`src/design/mexp_pkg.sv`:
```
package mexp_pkg;

  localparam int VALUE_WIDTH    = 31;
  localparam int EXPONENT_WIDTH = 32;
  localparam int PROD_WIDTH     = 2 * VALUE_WIDTH;
  localparam int CFG_DATA_WIDTH = (EXPONENT_WIDTH > VALUE_WIDTH) ? EXPONENT_WIDTH : VALUE_WIDTH;
  localparam int CFG_INDEX_WIDTH = 1;

  // Two product bits are folded into the remainder per reduction cycle.
  localparam int RED_CYCLES = PROD_WIDTH / 2;
  localparam int CNT_WIDTH  = $clog2(RED_CYCLES);

  localparam logic [CFG_INDEX_WIDTH-1:0] CFG_EXPONENT = 1'b0;
  localparam logic [CFG_INDEX_WIDTH-1:0] CFG_MODULUS  = 1'b1;

  localparam logic [EXPONENT_WIDTH-1:0] EXPONENT_RESET = EXPONENT_WIDTH'(1);
  localparam logic [VALUE_WIDTH-1:0]    MODULUS_RESET  = VALUE_WIDTH'(1);

  typedef enum logic [2:0] {
    ST_IDLE,
    ST_LOOP,
    ST_MULT,
    ST_REDUCE,
    ST_UPDATE,
    ST_DONE
  } state_t;

  typedef struct packed {
    logic load;
    logic mult;
    logic reduce;
    logic update;
    logic emit;
  } cmd_t;

  typedef struct packed {
    logic bits_zero;
    logic red_last;
    logic out_free;
  } status_t;

endpackage

```
`src/design/mexp_ctrl.sv`:
```
module mexp_ctrl (
  input  logic              clk,
  input  logic              rst_n,
  input  logic              in_valid,
  output logic              in_stall,
  input  mexp_pkg::status_t status,
  output mexp_pkg::cmd_t    cmd
);

  mexp_pkg::state_t state_r;
  mexp_pkg::state_t state_nxt;

  always_ff @(posedge clk) begin
    if (!rst_n) begin
      state_r <= mexp_pkg::ST_IDLE;
    end else begin
      state_r <= state_nxt;
    end
  end

  always_comb begin
    state_nxt = state_r;
    unique case (state_r)
      mexp_pkg::ST_IDLE: begin
        if (in_valid) state_nxt = mexp_pkg::ST_LOOP;
      end
      mexp_pkg::ST_LOOP: begin
        state_nxt = status.bits_zero ? mexp_pkg::ST_DONE : mexp_pkg::ST_MULT;
      end
      mexp_pkg::ST_MULT: begin
        state_nxt = mexp_pkg::ST_REDUCE;
      end
      mexp_pkg::ST_REDUCE: begin
        if (status.red_last) state_nxt = mexp_pkg::ST_UPDATE;
      end
      mexp_pkg::ST_UPDATE: begin
        state_nxt = mexp_pkg::ST_LOOP;
      end
      mexp_pkg::ST_DONE: begin
        if (status.out_free) state_nxt = mexp_pkg::ST_IDLE;
      end
      default: begin
        state_nxt = mexp_pkg::ST_IDLE;
      end
    endcase
  end

  always_comb begin
    cmd      = '0;
    in_stall = 1'b1;
    unique case (state_r)
      mexp_pkg::ST_IDLE: begin
        in_stall = 1'b0;
        cmd.load = in_valid;
      end
      mexp_pkg::ST_LOOP: begin
      end
      mexp_pkg::ST_MULT: begin
        cmd.mult = 1'b1;
      end
      mexp_pkg::ST_REDUCE: begin
        cmd.reduce = 1'b1;
      end
      mexp_pkg::ST_UPDATE: begin
        cmd.update = 1'b1;
      end
      mexp_pkg::ST_DONE: begin
        cmd.emit = status.out_free;
      end
      default: begin
      end
    endcase
  end

`ifndef SYNTHESIS
  a_reduce_holds: assert property (@(posedge clk) disable iff (!rst_n)
    (state_r == mexp_pkg::ST_REDUCE && !status.red_last) |=> state_r == mexp_pkg::ST_REDUCE)
    else $error("reduction left before its last cycle");
  a_update_after_reduce: assert property (@(posedge clk) disable iff (!rst_n)
    (state_r == mexp_pkg::ST_UPDATE) |-> $past(state_r) == mexp_pkg::ST_REDUCE)
    else $error("update without a finished reduction");
  a_done_holds: assert property (@(posedge clk) disable iff (!rst_n)
    (state_r == mexp_pkg::ST_DONE && !status.out_free) |=> state_r == mexp_pkg::ST_DONE)
    else $error("result handoff left while the output was full");
`endif

endmodule

```
`config.mk`:
```
export PLATFORM = sky130hd
export DESIGN_NAME = mexp_ctrl
export DESIGN_NICKNAME = d
export VERILOG_FILES = /design/src/design/mexp_pkg.sv /design/src/design/mexp_ctrl.sv
export SDC_FILE = /design/constraint.sdc
export NUM_CORES = 1
export LEC_CHECK = 0
export BUFFER_PORTS_ARGS = -buffer_cell sky130_fd_sc_hd__clkbuf_2
export CAP_MARGIN = 0
export CORE_AREA = 10 10 47 49
export DETAILED_ROUTE_END_ITERATION = 6
export DIE_AREA = 0 0 57 59
export PLACE_DENSITY_LB_ADDON = 0.15
export SLEW_MARGIN = 20
export SYNTH_ARGS = -nofsm -noshare
export SYNTH_HDL_FRONTEND = slang
export SYNTH_SLANG_ARGS = --single-unit
```
`constraint.sdc`:
```
create_clock -name clk -period 1.3 [get_ports clk]
set_input_delay 0.26 -clock clk [delete_from_list [all_inputs] [get_ports clk]]
set_output_delay 0.26 -clock clk [all_outputs]
set_load 0.02 [all_outputs]
```
==> impl_metrics.toml <==
[power_and_ir_drop]
max-vdd-ir-drop_mv = 0.619
power_frac_comb_pct = 45.7
swShare_pct = 33.2
internal-power_mw = 0.360
power_density_mw_per_mm2 = 1180
clkPwrFrac_pct = 30.6
p_sw_mw = 0.179
total_power_mw = 0.539
cellLeakagePower_nw = 0.221
seqPwrFrac_pct = 23.7

[yosys]
yosysWarnings = 0
synthAdderAreaFrac_pct = 0
synthMuxAreaShare_pct = 0
synth_top_family_by_area = "simple AND/OR/NAND/NOR gates"
netlist_instances = 31
ys_ff_latch = 3
synth-simple-area-share_pct = 44.4
synth_xor_area_share_pct = 0
seq_area_frac_synth_pct = 24.2
synth_nets = 37
avgSynthCellArea_um2 = 7.99
synth_compound_area_share_pct = 18.7
synthDistinctLibCells = 20
syn-cell-area_um2 = 248

[detailed_routing]
drt-initial-drc-count = 9
ant_nets = 0
via_per_inst = 4.68
drc_errors = 0
dr.pass1.iters = 4
routedWlPerCell_um = 11.5
drt_wl_total_um = 761
routed-via-count = 309

[finish]
n_fill_cell = 153
syn_to_final_growth_pct = 83.8
fin_nets = 57
postLayoutCoreUtil_pct = 32.5
largest-register = "state_r"
largest_reg_flops = 3
finish.instance_area_um2 = 455
final_common_cell = "buf_4"
drive_above_1_share_pct = 60.0
reg_top3 = "state_r x3"
final_cell_mix = "buf_4, clkbuf_2, inv_1, clkbuf_4"
num_antenna_cells = 0

[timing]
skew_ns = 0.00438
finalHoldViolations = 0
timing.final.ws_setup_ns = -0.149
drv_slew = 0
fin_crit_ns = 1.45
fmax_ghz = 0.690
setup_viol_count_final = 6
max-slew-margin-rel_pct = 84.6
rsz0062_at_grt = "yes"
tightestPinTransition_ns = 0.229
hold_slack_ns = 0.259
finalCritPeriodShare_pct = 111

[floorplan]
ios = 12
die_y_um = 59
start_util_pct = 17.7
fp.coreArea_mm2 = 0.00140
dieArea_mm2 = 0.00336
die_w_um = 57
rows = 14

[clock_network]
insertion_delay_ns = 0.24
htreeDepth = 1
cts_buffers = 3
clockBufferDepth = 2
root_buffer = "clkbuf_4"
cts.sinks = 3
cts_tree = "built"
cts.clk_slew.worst_paths_ns = 0.04

[worst_setup_path]
r2r_start = "state_r[2]$_SDFFE_PN0P_"
crit_chain = "or3_4 -> nor2_4 -> buf_8"
cp-end-kind = "primary output"
cp.required_ns = 1.04
cpPeakStageDelay_ns = 0.41
critPathLaunch = "state_r[2]$_SDFFE_PN0P_"
worstPathMaxFanout = 5
worstSetupStartpointType = "flop"
r2r.worst_path.cells = 4
r2r-end = "state_r[0]$_SDFFE_PN0P_"
r2r_slack_ns = -0.06
endpoint = "cmd[4]"
arrival_ns = 1.19
worstSetupPathType = "reg -> out"
cpMaxStageDelayCell = "or3_4"

[global_route]
overflow = 0
grt_start_max_net_pins = 8
grt_pass1_wl_um = 1380
antenna_found_initial = 0
grt_pass1_vias = 322
grt.total_usage_pct = 4.96

[placement]
placed_area_um2 = 339
dp_slack_ns = -0.0272
portBuffers = 11
place_congestion = 0.744
hpwl_um = 598

[hold_path]
min_path_type = "in -> reg"

[flow_run]
drv_cap = 0

[status]
status = "finished with violations"
violations = "setup timing"
[cell usage after synthesis]
library cell	count	area, um2
buf_2	1	5.00
nor2_1	3	11.3
o221a_1	1	11.3
and3b_1	1	8.76
nor4_1	1	6.26
or3_1	1	6.26
inv_1	3	11.3
buf_4	2	15.0
nand2b_1	2	12.5
nor3_1	1	5.00
o311a_1	1	10.0
a21oi_1	2	10.0
nor3b_1	3	22.5
dfxtp_1	3	60.1
and4bb_2	1	12.5
nand3_1	1	5.00
nor4bb_1	1	10.0
a31oi_1	1	6.26
a211o_1	1	8.76
and4b_1	1	10.0
[routing by layer]
| metal | share of wire (%) | GRT usage [%] | vias to the layer above |
|---|---|---|---|
| li1 | - | - | 155 |
| met1 | 42 | 4.96 | 142 |
| met2 | 43 | 7.44 | 12 |
| met3 | 15 | 4.08 | 0 |
| met4 | 0 | 2.01 | 0 |
| met5 | 0 | 0 | - |
[worst min path at each step]
stage	slack (ns)	depth (start not counted)	endpoint	from
after floorplan	0.39	1	state_r[0]$_SDFFE_PN0P_	rst_n
after global placement	0.51	2	state_r[0]$_SDFFE_PN0P_	rst_n
after detailed placement	0.51	2	state_r[0]$_SDFFE_PN0P_	rst_n
after CTS	0.25	2	state_r[0]$_SDFFE_PN0P_	rst_n
after global routing	0.27	2	state_r[0]$_SDFFE_PN0P_	rst_n
final	0.26	2	state_r[0]$_SDFFE_PN0P_	rst_n
[kinds of logic (layout without fill, tap and decap cells)]
family                 after synthesis  after routing
AO/OA/AOI/OAI                        6              6
buffers and inverters                6             25
flip-flops                           3              3
AND/OR/NAND/NOR                     16             16
[cell type report]
cell class	instances	area (um2)	share of cell area (%)
flip-flops and latches	3	66.3	14.6
repair buffers	18	151	33.2
inverters	3	11.3	2.47
well taps	16	20.0	4.40
clock buffers	4	26.3	5.77
multi-input cells	22	180	39.6
[per-stage QoR]
step / cells / TNS [ns]
finish: 66 / -0.391
floorplan: 31 / 0
detailed placement: 58 / -0.0272
global placement: 58 / 0
CTS: 66 / -0.563
global route: 66 / -0.822
[worst max-delay path: cells and delay by family, from the launching register on]
kind	cells	cell delay (ns)
AND/OR/NAND/NOR	2	0.51
flip-flops	1	0.33
buffers and inverters	1	0.11
[timing repair]
item / 4_1_cts / 5_1_grt
hold buffers: 0 / 0
gates resized for setup: 17 / 5
pin swaps: 4 / 1
endpoints found under the setup margin: 7 / 8
setup buffers: 4 / 0
endpoints found under the hold margin: 0 / 0
[power by group through the flow]
stage               combinational, mW  sequential, mW  clock, mW
floorplan                       0.145           0.115          0
global placement                0.193           0.124          0
detailed placement              0.191           0.125          0
CTS                             0.243           0.127      0.174
global route                    0.271           0.131      0.185
finish                          0.246           0.128      0.165
Power figures use the tool's default switching activity.
